### src/hdl/uig_pkg.sv
// ----------------------------------------------------------------------------
// UDP/IPv4 frame generator package
// Shared types, register indexes and frame constants.
// ----------------------------------------------------------------------------
package uig_pkg;

  localparam int LEN_W = 11;
  localparam int CFG_ADDR_W = 3;
  localparam int CFG_DATA_W = 48;

  localparam int MIN_FRAME_BYTES = 60;
  localparam int MAX_FRAME_BYTES = 1514;

  // Register indexes on the configuration port
  localparam logic [CFG_ADDR_W-1:0] REG_DEST_MAC     = 3'd0;
  localparam logic [CFG_ADDR_W-1:0] REG_SOURCE_MAC   = 3'd1;
  localparam logic [CFG_ADDR_W-1:0] REG_SOURCE_IP    = 3'd2;
  localparam logic [CFG_ADDR_W-1:0] REG_DEST_IP      = 3'd3;
  localparam logic [CFG_ADDR_W-1:0] REG_SOURCE_PORT  = 3'd4;
  localparam logic [CFG_ADDR_W-1:0] REG_DEST_PORT    = 3'd5;
  localparam logic [CFG_ADDR_W-1:0] REG_HOP_LIMIT    = 3'd6;
  localparam logic [CFG_ADDR_W-1:0] REG_FRAME_LENGTH = 3'd7;

  localparam logic [7:0]       HOP_LIMIT_RST    = 8'd64;
  localparam logic [LEN_W-1:0] FRAME_LENGTH_RST = 11'd60;

  // Fixed header and payload bytes
  localparam logic [7:0]  ETHERTYPE_HI = 8'h08;
  localparam logic [7:0]  IP_VER_IHL   = 8'h45;
  localparam logic [7:0]  IP_PROTO_UDP = 8'd17;
  localparam logic [7:0]  PAYLOAD_BYTE = 8'h55;
  localparam logic [LEN_W-1:0] PAYLOAD_START = 11'd42;
  localparam logic [LEN_W-1:0] ETH_HDR_BYTES = 11'd14;
  localparam logic [LEN_W-1:0] UDP_START     = 11'd34;

  typedef struct packed {
    logic [47:0]      dest_mac;
    logic [47:0]      source_mac;
    logic [31:0]      source_ip;
    logic [31:0]      dest_ip;
    logic [15:0]      source_port;
    logic [15:0]      dest_port;
    logic [7:0]       hop_limit;
    logic [LEN_W-1:0] frame_length;
  } cfg_t;

  typedef struct packed {
    logic             last_byte;
    logic [LEN_W-1:0] byte_offset;
    logic [7:0]       data_byte;
  } res_t;

endpackage

### src/hdl/udp_ipv4_frame_generator_unit.sv
// ----------------------------------------------------------------------------
// UDP/IPv4 frame generator
// An input beat is registered in the output register, or in the skid stage
// on a stall. Throughput: one frame byte per cycle unless the output stalls;
// the byte engine is single pass between the position register and the
// output register, and a skid stage absorbs one beat of output stall.
// Reset: position and checksum clear, config returns to defaults (TTL 64,
// frame length 60); no clearing pass.
// ----------------------------------------------------------------------------
module udp_ipv4_frame_generator_unit (
  input  logic                           clk_i,
  input  logic                           rst_ni,
  // restart in bit 0
  input  logic [7:0]                     s_axis_tdata,
  input  logic                           s_axis_tvalid,
  output logic                           s_axis_tready,
  // data_byte [7:0], byte_offset [18:8], zero fill [23:19]
  output logic [23:0]                    m_axis_tdata,
  output logic                           m_axis_tlast,
  output logic                           m_axis_tvalid,
  input  logic                           m_axis_tready,
  input  logic                           cfg_we_i,
  input  logic [uig_pkg::CFG_ADDR_W-1:0] cfg_addr_i,
  input  logic [uig_pkg::CFG_DATA_W-1:0] cfg_wdata_i
);
  import uig_pkg::*;

  cfg_t cfg;
  res_t gen_res;
  res_t out_res;
  logic in_acc;

  assign in_acc = s_axis_tvalid && s_axis_tready;

  uig_cfg_regs u_cfg (
    .clk_i       (clk_i),
    .rst_ni      (rst_ni),
    .cfg_we_i    (cfg_we_i),
    .cfg_addr_i  (cfg_addr_i),
    .cfg_wdata_i (cfg_wdata_i),
    .cfg_o       (cfg)
  );

  uig_byte_gen u_gen (
    .clk_i     (clk_i),
    .rst_ni    (rst_ni),
    .cfg_i     (cfg),
    .advance_i (in_acc),
    .restart_i (s_axis_tdata[0]),
    .res_o     (gen_res)
  );

  uig_out_buf u_obuf (
    .clk_i       (clk_i),
    .rst_ni      (rst_ni),
    .in_valid_i  (s_axis_tvalid),
    .in_ready_o  (s_axis_tready),
    .in_res_i    (gen_res),
    .out_valid_o (m_axis_tvalid),
    .out_ready_i (m_axis_tready),
    .out_res_o   (out_res)
  );

  assign m_axis_tdata = {5'b0, out_res.byte_offset, out_res.data_byte};
  assign m_axis_tlast = out_res.last_byte;

endmodule

### src/hdl/uig_cfg_regs.sv
// ----------------------------------------------------------------------------
// UDP/IPv4 frame generator configuration registers
// Write-only register file holding addresses, ports, TTL and frame length.
// ----------------------------------------------------------------------------
module uig_cfg_regs (
  input  logic                           clk_i,
  input  logic                           rst_ni,
  input  logic                           cfg_we_i,
  input  logic [uig_pkg::CFG_ADDR_W-1:0] cfg_addr_i,
  input  logic [uig_pkg::CFG_DATA_W-1:0] cfg_wdata_i,
  output uig_pkg::cfg_t                  cfg_o
);
  import uig_pkg::*;

  cfg_t cfg_q;

  always_ff @(posedge clk_i or negedge rst_ni) begin
    if (!rst_ni) begin
      cfg_q.dest_mac     <= '0;
      cfg_q.source_mac   <= '0;
      cfg_q.source_ip    <= '0;
      cfg_q.dest_ip      <= '0;
      cfg_q.source_port  <= '0;
      cfg_q.dest_port    <= '0;
      cfg_q.hop_limit    <= HOP_LIMIT_RST;
      cfg_q.frame_length <= FRAME_LENGTH_RST;
    end else if (cfg_we_i) begin
      case (cfg_addr_i)
        REG_DEST_MAC:     cfg_q.dest_mac     <= cfg_wdata_i;
        REG_SOURCE_MAC:   cfg_q.source_mac   <= cfg_wdata_i;
        REG_SOURCE_IP:    cfg_q.source_ip    <= cfg_wdata_i[31:0];
        REG_DEST_IP:      cfg_q.dest_ip      <= cfg_wdata_i[31:0];
        REG_SOURCE_PORT:  cfg_q.source_port  <= cfg_wdata_i[15:0];
        REG_DEST_PORT:    cfg_q.dest_port    <= cfg_wdata_i[15:0];
        REG_HOP_LIMIT:    cfg_q.hop_limit    <= cfg_wdata_i[7:0];
        REG_FRAME_LENGTH: cfg_q.frame_length <= cfg_wdata_i[LEN_W-1:0];
        default: ;
      endcase
    end
  end

  assign cfg_o = cfg_q;

endmodule

### src/hdl/uig_byte_gen.sv
// ----------------------------------------------------------------------------
// UDP/IPv4 frame generator byte engine
// Tracks the frame position, latches the IPv4 header checksum at frame
// start and selects the frame byte for the current offset.
// ----------------------------------------------------------------------------
module uig_byte_gen (
  input  logic          clk_i,
  input  logic          rst_ni,
  input  uig_pkg::cfg_t cfg_i,
  input  logic          advance_i,
  input  logic          restart_i,
  output uig_pkg::res_t res_o
);
  import uig_pkg::*;

  logic [LEN_W-1:0] pos_q, pos_d;
  logic [15:0]      csum_q, csum_d;

  logic [LEN_W-1:0] eff_len;
  logic [LEN_W-1:0] ip_len;
  logic [LEN_W-1:0] udp_len;
  logic             frame_start;
  logic [LEN_W-1:0] off;
  logic             last;
  logic [2:0]       dmac_idx;
  logic [3:0]       smac_sel;
  logic [2:0]       smac_idx;
  logic [7:0]       byte_val;

  // RFC 791 ones-complement sum with end-around carry, complemented
  function automatic logic [15:0] ip_csum(input logic [LEN_W-1:0] tot_len,
                                          input cfg_t c);
    logic [18:0] s;
    logic [16:0] f1;
    logic [15:0] f2;
    s  = 19'({IP_VER_IHL, 8'h00}) + 19'(tot_len) + 19'({c.hop_limit, IP_PROTO_UDP})
       + 19'(c.source_ip[31:16]) + 19'(c.source_ip[15:0])
       + 19'(c.dest_ip[31:16]) + 19'(c.dest_ip[15:0]);
    f1 = 17'(s[15:0]) + 17'(s[18:16]);
    f2 = f1[15:0] + 16'(f1[16]);
    return ~f2;
  endfunction

  always_comb begin
    if (cfg_i.frame_length < LEN_W'(MIN_FRAME_BYTES)) begin
      eff_len = LEN_W'(MIN_FRAME_BYTES);
    end else if (cfg_i.frame_length > LEN_W'(MAX_FRAME_BYTES)) begin
      eff_len = LEN_W'(MAX_FRAME_BYTES);
    end else begin
      eff_len = cfg_i.frame_length;
    end
  end

  assign ip_len  = eff_len - ETH_HDR_BYTES;
  assign udp_len = eff_len - UDP_START;

  // A new frame begins on restart, after the last byte, or when the length
  // shrank to or below the current position.
  assign frame_start = restart_i || (pos_q == '0) || (pos_q >= eff_len);
  assign off         = frame_start ? '0 : pos_q;
  assign csum_d      = frame_start ? ip_csum(ip_len, cfg_i) : csum_q;
  assign last        = (off == eff_len - LEN_W'(1));
  assign pos_d       = last ? '0 : off + LEN_W'(1);

  assign dmac_idx = 3'd5 - off[2:0];
  assign smac_sel = 4'd11 - off[3:0];
  assign smac_idx = smac_sel[2:0];

  always_comb begin
    if (off < LEN_W'(6)) begin
      byte_val = cfg_i.dest_mac[{dmac_idx, 3'b000} +: 8];
    end else if (off < LEN_W'(12)) begin
      byte_val = cfg_i.source_mac[{smac_idx, 3'b000} +: 8];
    end else begin
      case (off)
        11'd12:  byte_val = ETHERTYPE_HI;
        11'd14:  byte_val = IP_VER_IHL;
        11'd16:  byte_val = {5'b0, ip_len[10:8]};
        11'd17:  byte_val = ip_len[7:0];
        11'd22:  byte_val = cfg_i.hop_limit;
        11'd23:  byte_val = IP_PROTO_UDP;
        11'd24:  byte_val = csum_d[15:8];
        11'd25:  byte_val = csum_d[7:0];
        11'd26:  byte_val = cfg_i.source_ip[31:24];
        11'd27:  byte_val = cfg_i.source_ip[23:16];
        11'd28:  byte_val = cfg_i.source_ip[15:8];
        11'd29:  byte_val = cfg_i.source_ip[7:0];
        11'd30:  byte_val = cfg_i.dest_ip[31:24];
        11'd31:  byte_val = cfg_i.dest_ip[23:16];
        11'd32:  byte_val = cfg_i.dest_ip[15:8];
        11'd33:  byte_val = cfg_i.dest_ip[7:0];
        11'd34:  byte_val = cfg_i.source_port[15:8];
        11'd35:  byte_val = cfg_i.source_port[7:0];
        11'd36:  byte_val = cfg_i.dest_port[15:8];
        11'd37:  byte_val = cfg_i.dest_port[7:0];
        11'd38:  byte_val = {5'b0, udp_len[10:8]};
        11'd39:  byte_val = udp_len[7:0];
        default: byte_val = (off >= PAYLOAD_START) ? PAYLOAD_BYTE : 8'h00;
      endcase
    end
  end

  always_ff @(posedge clk_i or negedge rst_ni) begin
    if (!rst_ni) begin
      pos_q  <= '0;
      csum_q <= '0;
    end else if (advance_i) begin
      pos_q  <= pos_d;
      csum_q <= csum_d;
    end
  end

  assign res_o.data_byte   = byte_val;
  assign res_o.byte_offset = off;
  assign res_o.last_byte   = last;

endmodule

### src/hdl/uig_out_buf.sv
// ----------------------------------------------------------------------------
// UDP/IPv4 frame generator output buffer
// Output register plus skid stage that takes one more input beat on a stall.
// ----------------------------------------------------------------------------
module uig_out_buf (
  input  logic          clk_i,
  input  logic          rst_ni,
  input  logic          in_valid_i,
  output logic          in_ready_o,
  input  uig_pkg::res_t in_res_i,
  output logic          out_valid_o,
  input  logic          out_ready_i,
  output uig_pkg::res_t out_res_o
);
  import uig_pkg::*;

  logic out_valid_q;
  logic skid_valid_q;
  res_t out_res_q;
  res_t skid_res_q;
  logic out_free;
  logic in_acc;

  assign in_ready_o = !skid_valid_q;
  assign in_acc     = in_valid_i && in_ready_o;
  assign out_free   = !out_valid_q || out_ready_i;

  always_ff @(posedge clk_i or negedge rst_ni) begin
    if (!rst_ni) begin
      out_valid_q  <= 1'b0;
      skid_valid_q <= 1'b0;
    end else if (out_free) begin
      // drain the skid beat first; a new beat cannot arrive while it is full
      out_valid_q  <= skid_valid_q || in_acc;
      skid_valid_q <= 1'b0;
    end else if (in_acc) begin
      skid_valid_q <= 1'b1;
    end
  end

  always_ff @(posedge clk_i) begin
    if (out_free) begin
      out_res_q <= skid_valid_q ? skid_res_q : in_res_i;
    end else if (in_acc) begin
      skid_res_q <= in_res_i;
    end
  end

  assign out_valid_o = out_valid_q;
  assign out_res_o   = out_res_q;

endmodule

### config.mk
export PLATFORM = sky130hd
export DESIGN_NAME = udp_ipv4_frame_generator_unit
export DESIGN_NICKNAME = d
export VERILOG_FILES = /design/src/hdl/uig_pkg.sv /design/src/hdl/udp_ipv4_frame_generator_unit.sv /design/src/hdl/uig_cfg_regs.sv /design/src/hdl/uig_byte_gen.sv /design/src/hdl/uig_out_buf.sv
export SDC_FILE = /design/constraint.sdc
export NUM_CORES = 1
export LEC_CHECK = 0
export ABC_CLOCK_PERIOD_IN_PS = 10300
export BUFFER_PORTS_ARGS = -buffer_cell sky130_fd_sc_hd__buf_2
export CAP_MARGIN = 10
export CORE_ASPECT_RATIO = 0.5
export CORE_UTILIZATION = 30
export DETAILED_ROUTE_END_ITERATION = 6
export HOLD_SLACK_MARGIN = 0.03
export SLEW_MARGIN = 20
export SYNTH_ARGS = -nofsm -noshare
export SYNTH_HDL_FRONTEND = slang
export SYNTH_HIERARCHICAL = 1
export SYNTH_SLANG_ARGS = --single-unit
### constraint.sdc
create_clock -name clk_i -period 10.3 [get_ports clk_i]
set_clock_uncertainty 0.2 [all_clocks]
set_input_delay 1.03 -clock clk_i [delete_from_list [all_inputs] [get_ports clk_i]]
set_output_delay 1.03 -clock clk_i [all_outputs]
set_load 0.01 [all_outputs]
== Word-level counts from Yosys, hierarchy flattened ==
Cells that the tools add are included.
Storage, ports and cells
  bits in registers: 280
  bits of input ports: 64
  output and inout bits: 27
  word-level logic and storage cells: 103
Cells by class
  $add $sub $neg: 14
  $lt $le $gt $ge: 6
  equality and inequality tests: 30
  shifts and indexed selects: 2
  mux-type cells: 12
  bitwise operators: 2
  reductions and logical operators: 19
Operators with widths (count)
  case mux 8 bit (22 select lines): 1
  equality test 11 x 5 -> 1 bit, second input constant: 12
  indexed part select 48 x 7 -> 8 bit: 2
  adder 19 x 16 -> 19 bit: 5
  equality test 11 x 6 -> 1 bit, second input constant: 8
  2-to-1 mux 11 bit: 4
  equality test 11 x 4 -> 1 bit, second input constant: 2
  2-to-1 mux 20 bit: 1
  AND reduction 2 bit: 9
  adder 16 x 3 -> 17 bit: 1
  adder 15 x 11 -> 16 bit, first input constant: 1
  adder 16 x 1 -> 16 bit: 1
  2-to-1 mux 16 bit: 1
  2-to-1 mux 8 bit: 2
  inverter 16 bit: 1
  equality test 3 bit, second input constant: 4
  adder 11 x 1 -> 11 bit, second input constant: 1
  equality test 11 bit: 1
  >= comparator 11 bit: 1
  >= comparator 11 x 6 -> 1 bit, second input constant: 1
  > comparator 11 bit, second input constant: 1
  logical NOT 11 bit: 1
  less-than comparator 11 x 3 -> 1 bit, second input constant: 1
  less-than comparator 11 x 4 -> 1 bit, second input constant: 1
  16 further kinds: 22

== Depth between registers and ports, before layout ==
Gate-level depths: netlist of the first run.
  depth after elaboration: 18
  depth in mapped cells: 42
  gate-level depth less buffers: 40

== Modules after synthesis ==
Netlist of the first run, hierarchy kept.
By module, submodules not included
  uig_cfg_regs: times used 1, cells an instance 455, area each 8027.7 µm², seq. area each 5286.3 µm²
  uig_byte_gen: times used 1, cells an instance 1002, area each 7572.3 µm², seq. area each 675.6 µm²
  uig_out_buf: times used 1, cells an instance 70, area each 1527.7 µm², seq. area each 1251.2 µm²
  udp_ipv4_frame_generator_unit: times used 1, cells an instance 7, area each 47.5 µm², seq. area each 0.0 µm²

== Worst setup path before layout of the first run ==
No wires, ideal clock.
  path kind: register to register
  start point: register u_cfg.cfg_q (netlist bit u_cfg/cfg_o[7])
  end point: register u_gen.csum_q[15]
  setup time: 0.069 ns
  arrival time: 8.988 ns
  required time: 10.031 ns
  setup slack: 1.043 ns
  cell stages (with the launch flop): 38
  path buffers: 2
  period minus slack after synthesis: 9.257 ns
  cell sequence: dfrtp_1 > buf_6 > a41oi_4 > a311oi_4 > o21ai_0 > inv_1 > ha_1 > a211oi_1 > xor2_1 > fa_1 > fa_1 > fa_1 > inv_1 > ha_1 > ha_1 > clkbuf_1 > a21o_1 > a2111oi_0 > (+2 left out) > o21ai_0 > nand2b_1 > a21o_1 > a21o_1 > xor2_1 > ha_1 > fa_1 > a21oi_1 > nor4_1 > nand3_1 > nor3_1 > and3_1 > ha_1 > nand3_1 > nor3_1 > a31oi_1 > or4b_1 > nand3_1
Between the ends
  cells in the longest elaborated chain, start to end: 14
  elaborated cells between the ends (all ways): 17
  classes of those cells: add/sub: 9; order compare: 3; mux: 3; bitwise: 1; reduce/logical: 1
RTL lines
  from (decl): line uig_cfg_regs.sv:15  | cfg_t cfg_q;
  > comparator 11 bit: line uig_byte_gen.sv:47  | end else if (cfg_i.frame_length > LEN_W'(MAX_FRAME_BYTES)) begin
  2-to-1 mux 11 bit: line uig_byte_gen.sv:47
  2-to-1 mux 11 bit *: line uig_byte_gen.sv:45  | if (cfg_i.frame_length < LEN_W'(MIN_FRAME_BYTES)) begin
  subtractor 11 x 4 -> 11 bit: line uig_byte_gen.sv:54  | assign ip_len = eff_len - ETH_HDR_BYTES;
  adder 15 x 11 -> 16 bit: line uig_byte_gen.sv:36  | s = 19'({IP_VER_IHL, 8'h00}) + 19'(tot_len) + 19'({c.hop_limit, IP_PROTO_UDP})
  adder 19 x 16 -> 19 bit: line uig_byte_gen.sv:36
  adder 19 x 16 -> 19 bit (2 in series): line uig_byte_gen.sv:37  | + 19'(c.source_ip[31:16]) + 19'(c.source_ip[15:0])
  adder 19 x 16 -> 19 bit (2 in series): line uig_byte_gen.sv:38  | + 19'(c.dest_ip[31:16]) + 19'(c.dest_ip[15:0]);
  adder 16 x 3 -> 17 bit: line uig_byte_gen.sv:39  | f1 = 17'(s[15:0]) + 17'(s[18:16]);
  adder 16 x 1 -> 16 bit: line uig_byte_gen.sv:40  | f2 = f1[15:0] + 16'(f1[16]);
  inverter 16 bit: line uig_byte_gen.sv:41  | return ~f2;
  2-to-1 mux 16 bit *: line uig_byte_gen.sv:61  | assign csum_d = frame_start ? ip_csum(ip_len, cfg_i) : csum_q;
  to (signal assigned): line uig_byte_gen.sv:109  | csum_q <= csum_d;
  to (decl): line uig_byte_gen.sv:17  | logic [15:0] csum_q, csum_d;
Mark *: on every way between the ends. The rest lies on a longest branch, timed or not.
A chain may end at the register's enable or synchronous reset.

== Worst setup path after layout of the first run ==
  start point: register u_cfg.cfg_q (netlist bit u_cfg/cfg_o[9])
  end point: register u_gen.csum_q[15]
The elaborated chain is that of the path after synthesis.

==> flow_summary.yaml, run 1 <==
run_status:
  status: "completed"
critical_path:
  cp_max_fo: 10
  timing.critical_path.arrival_ns: 9.83
  required_ns: 10.60
  timing.critical_path.slowest_cell_delay_ns: 0.55
  path_buf_inv: 3
  worstReg2RegStart: "u_cfg/cfg_o[9]"
  setup.worst_path.class: "flop to flop"
  startpoint_type: "flop"
  crit-reg2reg-capture: "u_gen/csum_q[15]"
  worst_setup_ep_type: "flop"
  setup.reg_to_reg.worst_slack_ns: 0.77
  crit_path_frequent_cell: "fa_1"
  r2r_cells: 36
  cpLargestDelayFamily: "simple AND/OR/NAND/NOR gates"
  cpMaxStageDelayCell: "fa_1"
  critical_path_cell_count: 36
sta:
  final_hold_viol_count: 0
  worst_pin_slew_ns: 1.142
  slew_violations: 0
  final_setup_vio_count: 0
  max_freq_mhz: 105.0
  timing.slew.headroom: 0.2325
  fin_crit_sh: 0.9248
  min_period_ns: 9.526
  grt_setup_unrepaired: "false"
  timing.setup.tns_ns: 0
hold_path:
  min-delay-path-class: "flop to flop"
  min_from: "u_cfg/cfg_o[189]"
  holdPathEnd: "u_cfg/cfg_o[189]"
  cell_depth_of_the_worst_min_delay_path: 1
finish:
  final_cell_count_no_fill: 2382
  mostFrequentLayoutCells: "235 x dfrtp_1, 190 x mux2_2, 134 x nand2_1, 94 x inv_1, 77 x buf_2"
  fill_cells: 5695
  area.growth.synth_to_final_pct: 13.20
  final_layout_size_suffix_gt1_frac: 0.2466
  final_common_cell: "dfrtp_1"
  diodes: 0
  final_nets: 1789
routing:
  detail_route.drc_violations: 0
  detail-route-antenna-nets: 0
  finalWirelength_um: 53290
  detail_route.wl_per_cell_um: 22.37
  drt-pass1-iter-count: 6
  drt_iter0_markers: 1086
  drt-vias-per-instance: 5.294
  route.vias.total: 12610
yosys:
  synth_async_sr_flop_share: 0.8571
  synth-main-ff-cell: "dfrtp_1"
  yosys_warnings: 6
  ys_ff_latch: 280
  syn_inst: 1534
  yosys.area.top_type: "dfrtp_1"
  synthDistinctLibCells: 85
  synth.area.top_cells: "dfrtp_1 34%, mux2_2 12%, edfxtp_1 7.0%"
  synth.top_cell.area_share: 0.3424
  syn_avg_cell_area_um2: 11.20
  number_of_synthesized_flops_with_an_enable_pin: 40
  synth.cell_area_um2: 17180
  synth.yosys.seq_area_share: 0.4200
place:
  place.detailed.hpwl_um: 39780
  port_buffer_cells: 78
  place_congestion: 0.9555
  dp_cells: 2323
run:
  max-cap-violations: 0
clock_network:
  cts_sinks: 280
  tritoncts: "yes"
  clock-root-buffer: "clkbuf_16"
  hold_buffers: 0
  cts_buffers: 30
  clock_path_buffers: 3
  path_clk_slew_ns: 0.06
  h-tree-depth: 1
  clock_network_latency_to_the_later_pin_of_the_worst_skew_pair_ns: 0.57
floorplanning:
  start_util: 0.3066
  die_area_um2: 58270
  top_level_ports: 91
  overall_die_width_um: 340.4
  num_rows: 61
  die-height_um: 171.2
  fp.coreArea_um2: 56020
global_route:
  grt_start_max_net_pins: 115
  globalRoute.totalOverflow: 0
  grt_antenna_before_repair: 2
  grt_pass1_wl_um: 80310
  grt_util_all_layers: 0.1819
  grt_pass1_vias: 12280
## kinds of logic (layout without fill, tap and decap cells)
logic type	Yosys count	in the layout	share of synthesized area
compound gates	284	284	0.1171
xor+xnor	53	53	0.02703
fa+ha+maj	123	123	0.1123
buf+inv	179	267	0.04917
flops	280	280	0.4200
mux	249	249	0.1669
other cells	1	5	0.0002183
simple gates	365	365	0.1073
## Yosys cell counts (9+ instances only)
master / n
dfrtp_1: 235
mux2_2: 190
nand2_1: 134
inv_1: 94
ha_1: 71
nor2_1: 66
o21ai_0: 54
fa_1: 52
a21oi_1: 45
edfxtp_1: 40
clkbuf_1: 38
xnor2_1: 32
mux2_1: 29
nand3_1: 27
a22oi_1: 25
a31oi_1: 23
a211oi_1: 22
nor2b_1: 22
xor2_1: 21
mux2_4: 20
nor3_1: 18
a21o_1: 16
nand4_1: 16
buf_6: 15
buf_2: 14
a221oi_1: 12
a222oi_1: 12
and3_1: 12
nor4_1: 12
buf_4: 11
mux2i_1: 10
and2_1: 9
## cell type report
type | instances | area [um2] | area share
multi-input cells | 1079 | 9186 | 0.4725
flip-flops and latches | 280 | 7213 | 0.3710
clock buffers | 50 | 968.4 | 0.04981
well taps | 756 | 945.9 | 0.04865
repair buffers | 115 | 678.2 | 0.03488
inverters | 96 | 360.3 | 0.01853
clock inverters | 6 | 90.09 | 0.004634
## sequential cells by signal (all words and copies together) (netlist names)
name	count
u_obuf/skid_res_q	20
u_cfg/cfg_o	211
u_obuf/out_valid_o	1
u_obuf/skid_valid_q	1
u_gen/csum_q	16
u_gen/pos_q	11
u_obuf/out_res_o	20
## what timing repair did
| action | CTS | global route |
|---|---|---|
| gates resized for setup | 0 | 4 |
| buffers inserted | 0 | 3 |
| setup endpoints to repair | 0 | 10 |
| endpoints found under the hold margin | 0 | 0 |
## worst max-delay path by stage
stage,start,endpoint
after floorplan,u_cfg/cfg_o[7],u_gen/csum_q[15]
after global placement,u_cfg/cfg_o[9],u_gen/csum_q[15]
after detailed placement,u_cfg/cfg_o[9],u_gen/csum_q[15]
after CTS,u_cfg/cfg_o[9],u_gen/csum_q[15]
after global routing,u_cfg/cfg_o[9],u_gen/csum_q[12]
final,u_cfg/cfg_o[9],u_gen/csum_q[15]
## layer usage
metal	GRT usage	routed length (um)	vias to the layer above
li1	-	-	5686
met4	0.05089	1488	0
met1	0.2568	24010	6409
met2	0.2833	23720	436
met5	0	0	-
met3	0.03481	4072	80
## metrics by stage
stage | utilization | area, um2 | worst slack (ns) | hold slack [ns]
after global placement | 0.3274 | 18340 | 0.3767 | 0.2617
after floorplan | - | 17190 | 1.043 | 0.2458
final | 0.3471 | 19440 | 0.7745 | 0.2781
after CTS | 0.3463 | 19400 | 0.2208 | 0.2821
after global routing | 0.3471 | 19440 | 0.005750 | 0.3081
after detailed placement | 0.3274 | 18340 | 0.3058 | 0.2681
Power of run 1 is not shown: default switching activity piles up to over one toggle a cycle in this logic, so the estimate is an artifact.
==> run 2: changes to the inputs <==
Settings changed: ABC_CLOCK_PERIOD_IN_PS 10300 to 8500.
Clock period 10.3 ns to 8.5 ns, I/O delays scaled along.
==> flow_summary.yaml, run 2 (same netlist as run 1, synthesis figures left out) <==
sta:
  timing.slew.headroom: 0.2877
  final_hold_viol_count: 0
  worst_pin_slew_ns: 1.052
  final_critical_path_setup_slack_ns: -0.001168
  slew_violations: 0
  grt_setup_unrepaired: "true"
  whs_ns: 0.1592
  max_freq_mhz: 117.6
  final_setup_vio_count: 1
  min_period_ns: 8.501
  fin_crit_sh: 1.000
critical_path:
  crit_path_frequent_cell: "ha_4"
  critical_path_cell_count: 37
  worst_setup_ep_type: "flop"
  cpMaxStageDelayCell: "fa_2"
  startpoint_type: "flop"
  timing.critical_path.slowest_cell_delay_ns: 0.55
  r2r_cells: 37
  required_ns: 8.75
  setup.worst_path.class: "flop to flop"
  cp_max_fo: 6
  cpLargestDelayFamily: "adder cells"
  path_buf_inv: 2
  timing.critical_path.arrival_ns: 8.75
finish:
  multiInputGateArea_um2: 9544
  final_common_cell: "dfrtp_1"
  fill_cells: 5569
  largest_reg_flops: 211
  area.growth.synth_to_final_pct: 20.08
  ff_latch_area_um2: 7218
  fin_util: 0.3681
  diodes: 0
  final_nets: 1897
  final_layout_size_suffix_gt1_frac: 0.3239
  mostFrequentLayoutCells: "231 x dfrtp_1, 190 x mux2_2, 141 x buf_4, 133 x nand2_1, 90 x inv_1"
hold_path:
  min-delay-path-class: "input pin to async pin"
clock_network:
  cts_sinks: 280
  tritoncts: "yes"
  path_clk_slew_ns: 0.06
  cts_buffers: 30
  clock_network_latency_to_the_later_pin_of_the_worst_skew_pair_ns: 0.58
  hold_buffers: 0
  clock_path_buffers: 3
  clock-root-buffer: "clkbuf_16"
  h-tree-depth: 1
place:
  place_congestion: 0.9603
  place.detailed.hpwl_um: 40610
  port_buffer_cells: 78
  dp_slack_ns: -0.3707
routing:
  routedLengthMet1_um: 24610
  wl_met2_um: 24480
  detail_route.drc_violations: 1
  drt-vias-per-instance: 5.265
  route.met3.wl_um: 3531
  drt-pass1-iter-count: 7
  route.vias.total: 13100
  highest-signal-layer: "met4"
  detail-route-antenna-nets: 0
  finalWirelength_um: 54310
  detail_route.wl_per_cell_um: 21.83
  drt_iter0_markers: 1170
floorplanning:
  die_area_um2: 58270
  top_level_ports: 91
  fp.coreArea_um2: 56020
  die-height_um: 171.2
  overall_die_width_um: 340.4
  num_rows: 61
  start_util: 0.3066
global_route:
  grt_start_max_net_pins: 121
  globalRoute.totalOverflow: 0
  grt_antenna_before_repair: 1
  grt_pass1_wl_um: 82120
  grt_util_all_layers: 0.1845
  grt_pass1_vias: 12830
run_status:
  status: "finished, violations left"
  violations: "design-rule violations, negative setup slack"
run:
  max-cap-violations: 0
-- run 2: changes by cell type in the layout (fill, tap and decap cells not counted), moves of 5 or more --
| cell | delta |
|---|---|
| buf_4 | +104 |
| o21ai_0 | -9 |
| ha_1 | -7 |
| ha_4 | +6 |
| o21ai_1 | +5 |
| xnor2_1 | -5 |
-- run 2: worst paths after layout --
kind	end	slack (ns)	startpoint
setup / recovery	u_gen/csum_q[12]	-0.001	u_cfg/cfg_o[9]
hold / removal	u_gen/csum_q[5]	0.16	rst_ni
setup reg to reg	u_gen/csum_q[12]	-0.001	u_cfg/cfg_o[9]
hold reg to reg	u_cfg/cfg_o[189]	0.28	u_cfg/cfg_o[189]
max in group asynchronous	u_cfg/cfg_o[124]	6.35	rst_ni
min in group clk_i	u_cfg/cfg_o[189]	0.28	u_cfg/cfg_o[189]
-- run 2: metrics by stage --
stage	setup TNS (ns)	cells	cell area, um2
after global routing	-2.722	2488	20620
final	-0.001168	2488	20620
after detailed placement	-1.877	2414	19160
after global placement	-0.6906	2414	19160
after floorplan	0	1538	17320
after CTS	-0.4264	2480	20430
-- run 2: what timing repair did --
action | CTS | global route
cloned | 0 | 0
endpoints found under the setup margin | 12 | 14
pin swaps | 32 | 28
setup buffers | 13 | 9
gates resized for setup | 29 | 26
-- run 2: layout make-up --
class                           instances  area share
Multi-Input combinational cell       1079      0.4628
Sequential cell                       280      0.3500
Timing Repair Buffer                  223     0.07377
Tap cell                              756     0.04587
Clock buffer                           46     0.04520
Inverter                               96     0.01747
Clock inverter                          8    0.004914
-- run 2: routing by layer --
layer	GRT usage	up-vias
met5	0	-
met4	0.05342	0
met3	0.02597	86
met2	0.2923	458
met1	0.2618	6644
li1	-	5912
Power of run 2 is left out for the same reason.
==> run 3: changes to the inputs <==
Settings changed: ABC_AREA from default to 1.
==> flow_summary.yaml, run 3 <==
sta:
  slew_violations: 0
  timing.slew.headroom: 0.3487
  worst_pin_slew_ns: 0.9747
  grt_setup_unrepaired: "true"
  final_hold_viol_count: 0
  final_critical_path_setup_slack_ns: -0.4101
  final_setup_vio_count: 17
  timing.setup.tns_ns: -4.980
  min_period_ns: 8.910
  fin_crit_sh: 1.048
  max_freq_mhz: 112.2
finish:
  final_layout_size_suffix_gt1_frac: 0.2053
  final_common_cell: "nand2_1"
  fin_util: 0.3720
  area.growth.synth_to_final_pct: 22.55
  fill_cells: 6296
  mostFrequentLayoutCells: "912 x nand2_1, 264 x nand3_1, 235 x dfrtp_1, 204 x inv_1, 186 x buf_4"
  diodes: 0
  largest_reg_flops: 211
  final_cell_count_no_fill: 3563
  final_nets: 2901
critical_path:
  crit_path_frequent_cell: "buf_4"
  setup.worst_path.class: "flop to flop"
  cpLargestDelayFamily: "adder cells"
  path_buf_inv: 15
  required_ns: 8.67
  startpoint_type: "flop"
  cpMaxStageDelayCell: "fa_1"
  timing.critical_path.slowest_cell_delay_ns: 0.54
  worst_setup_ep_type: "flop"
  timing.critical_path.arrival_ns: 9.08
  cp_max_fo: 4
yosys:
  synthDistinctLibCells: 56
  ys_ff_latch: 280
  synth-main-ff-cell: "dfrtp_1"
  number_of_synthesized_flops_with_an_enable_pin: 40
  yosys.cell_count.top_type: "nand2_1"
  ys_top_cells_by_count: "949 x nand2_1, 283 x nand3_1, 235 x dfrtp_1"
  syn_avg_cell_area_um2: 7.439
  yosys_warnings: 6
  synth.area.top_cells: "dfrtp_1 32%, nand2_1 19%, nand3_1 7.6%"
  synth.top_cell.area_share: 0.3171
  syn_inst: 2493
  synth.cell_area_um2: 18550
  synth.yosys.seq_area_share: 0.3889
  synth_async_sr_flop_share: 0.8571
  yosys.area.top_type: "dfrtp_1"
floorplanning:
  fp.coreArea_um2: 61100
  die_area_um2: 62880
  die-height_um: 177.8
  overall_die_width_um: 353.6
  start_util: 0.3036
  top_level_ports: 91
  num_rows: 64
routing:
  route.vias.total: 17890
  drt-pass1-iter-count: 5
  finalWirelength_um: 68970
  drt_iter0_markers: 1809
  detail_route.drc_violations: 0
  drt-vias-per-instance: 5.021
  detail-route-antenna-nets: 0
  detail_route.wl_per_cell_um: 19.36
clock_network:
  path_clk_slew_ns: 0.06
  tritoncts: "yes"
  clock_path_buffers: 3
  cts_buffers: 31
  clock_network_latency_to_the_later_pin_of_the_worst_skew_pair_ns: 0.62
  cts_sinks: 280
  clock-root-buffer: "clkbuf_16"
  h-tree-depth: 1
global_route:
  grt_pass1_wl_um: 104300
  grt_start_max_net_pins: 159
  globalRoute.totalOverflow: 0
  grt_antenna_before_repair: 0
  grt_pass1_vias: 17160
  grt_util_all_layers: 0.2168
run_status:
  status: "finished, violations left"
  violations: "negative setup slack"
place:
  place.detailed.hpwl_um: 49400
  port_buffer_cells: 78
  place_congestion: 1.042
  dp_cells: 3428
run:
  max-cap-violations: 0
hold_path:
  min-delay-path-class: "input pin to async pin"
-- run 3: cell types whose count changed in the layout (fill, tap and decap cells not counted), sizes merged, moves of 24 or more --
cell   before  now
buf       223  285
xnor2      32    6
nor2       66  188
a22oi      25    1
inv        96  236
nand3      27  285
mux2      239    0
nand2     135  995
-- run 3: cell families (layout without fill, tap and decap cells) --
group           Yosys count  after routing  share of synthesized area
flops                   280            280                     0.3889
other cells               1              5                  0.0002022
xor+xnor                 41             41                    0.01936
fa+ha+maj               123            123                     0.1040
mux                       1              1                  0.0005397
simple gates           1538           1538                     0.3576
buf+inv                 335            576                    0.07529
compound gates          174            174                    0.05411
-- run 3: path summary, 6_finish.rpt --
| check | endpoint | slack (ns) | cells after the start | from |
|---|---|---|---|---|
| setup / recovery | u_obuf/out_res_o[0] | -0.41 | 58 | u_cfg/cfg_o[5] |
| hold / removal | u_obuf/skid_valid_q | 0.05 | 1 | rst_ni |
| setup reg to reg | u_obuf/out_res_o[0] | -0.41 | 58 | u_cfg/cfg_o[5] |
| hold reg to reg | u_cfg/cfg_o[157] | 0.27 | 2 | u_cfg/cfg_o[157] |
| max in group asynchronous | u_cfg/cfg_o[129] | 6.68 | 2 | rst_ni |
| min in group clk_i | u_cfg/cfg_o[157] | 0.27 | 2 | u_cfg/cfg_o[157] |
-- run 3: timing repair --
item	in CTS	in global routing
setup endpoints to repair	24	29
buffers inserted	62	19
hold buffers	0	0
pin swaps	42	71
endpoints found under the hold margin	0	0
gates resized for setup	96	74
-- run 3: worst reg2reg max path: cells and delay by family (launching register included) --
| kind | cells | cell delay [ns] |
|---|---|---|
| compound gates | 5 | 0.74 |
| fa+ha+maj | 7 | 2.60 |
| simple gates | 28 | 2.43 |
| xor+xnor | 3 | 0.65 |
| flops | 1 | 0.53 |
| buf+inv | 15 | 1.53 |
-- run 3: per-layer routing --
| layer | wire, um | vias up | track usage |
|---|---|---|---|
| met1 | 30650 | 8663 | 0.3049 |
| met3 | 5393 | 166 | 0.03805 |
| li1 | - | 8360 | - |
| met5 | 0 | - | 0 |
| met4 | 2897 | 0 | 0.08478 |
| met2 | 30030 | 702 | 0.3297 |
-- run 3: area by class of cell --
class                           count  area [um2]  area share
Sequential cell                   280        7213      0.3174
Timing Repair Buffer              285        2042     0.08984
Tap cell                          825        1032     0.04541
Multi-Input combinational cell   1882       10550      0.4643
Inverter                          234       880.8     0.03875
Clock buffer                       42       878.3     0.03864
Clock inverter                     15       128.9    0.005670
-- run 3: per-stage QoR --
step | hold slack, ns | cell area [um2] | setup slack (ns)
finish | 0.04747 | 22730 | -0.4101
global route | 0.1100 | 22730 | -0.9835
CTS | 0.06482 | 22320 | -0.2012
detailed placement | 0.2531 | 20500 | -0.7651
global placement | 0.2485 | 20500 | -0.5957
floorplan | 0.2367 | 18570 | 0.01393
Power of run 3 is left out for the same reason.
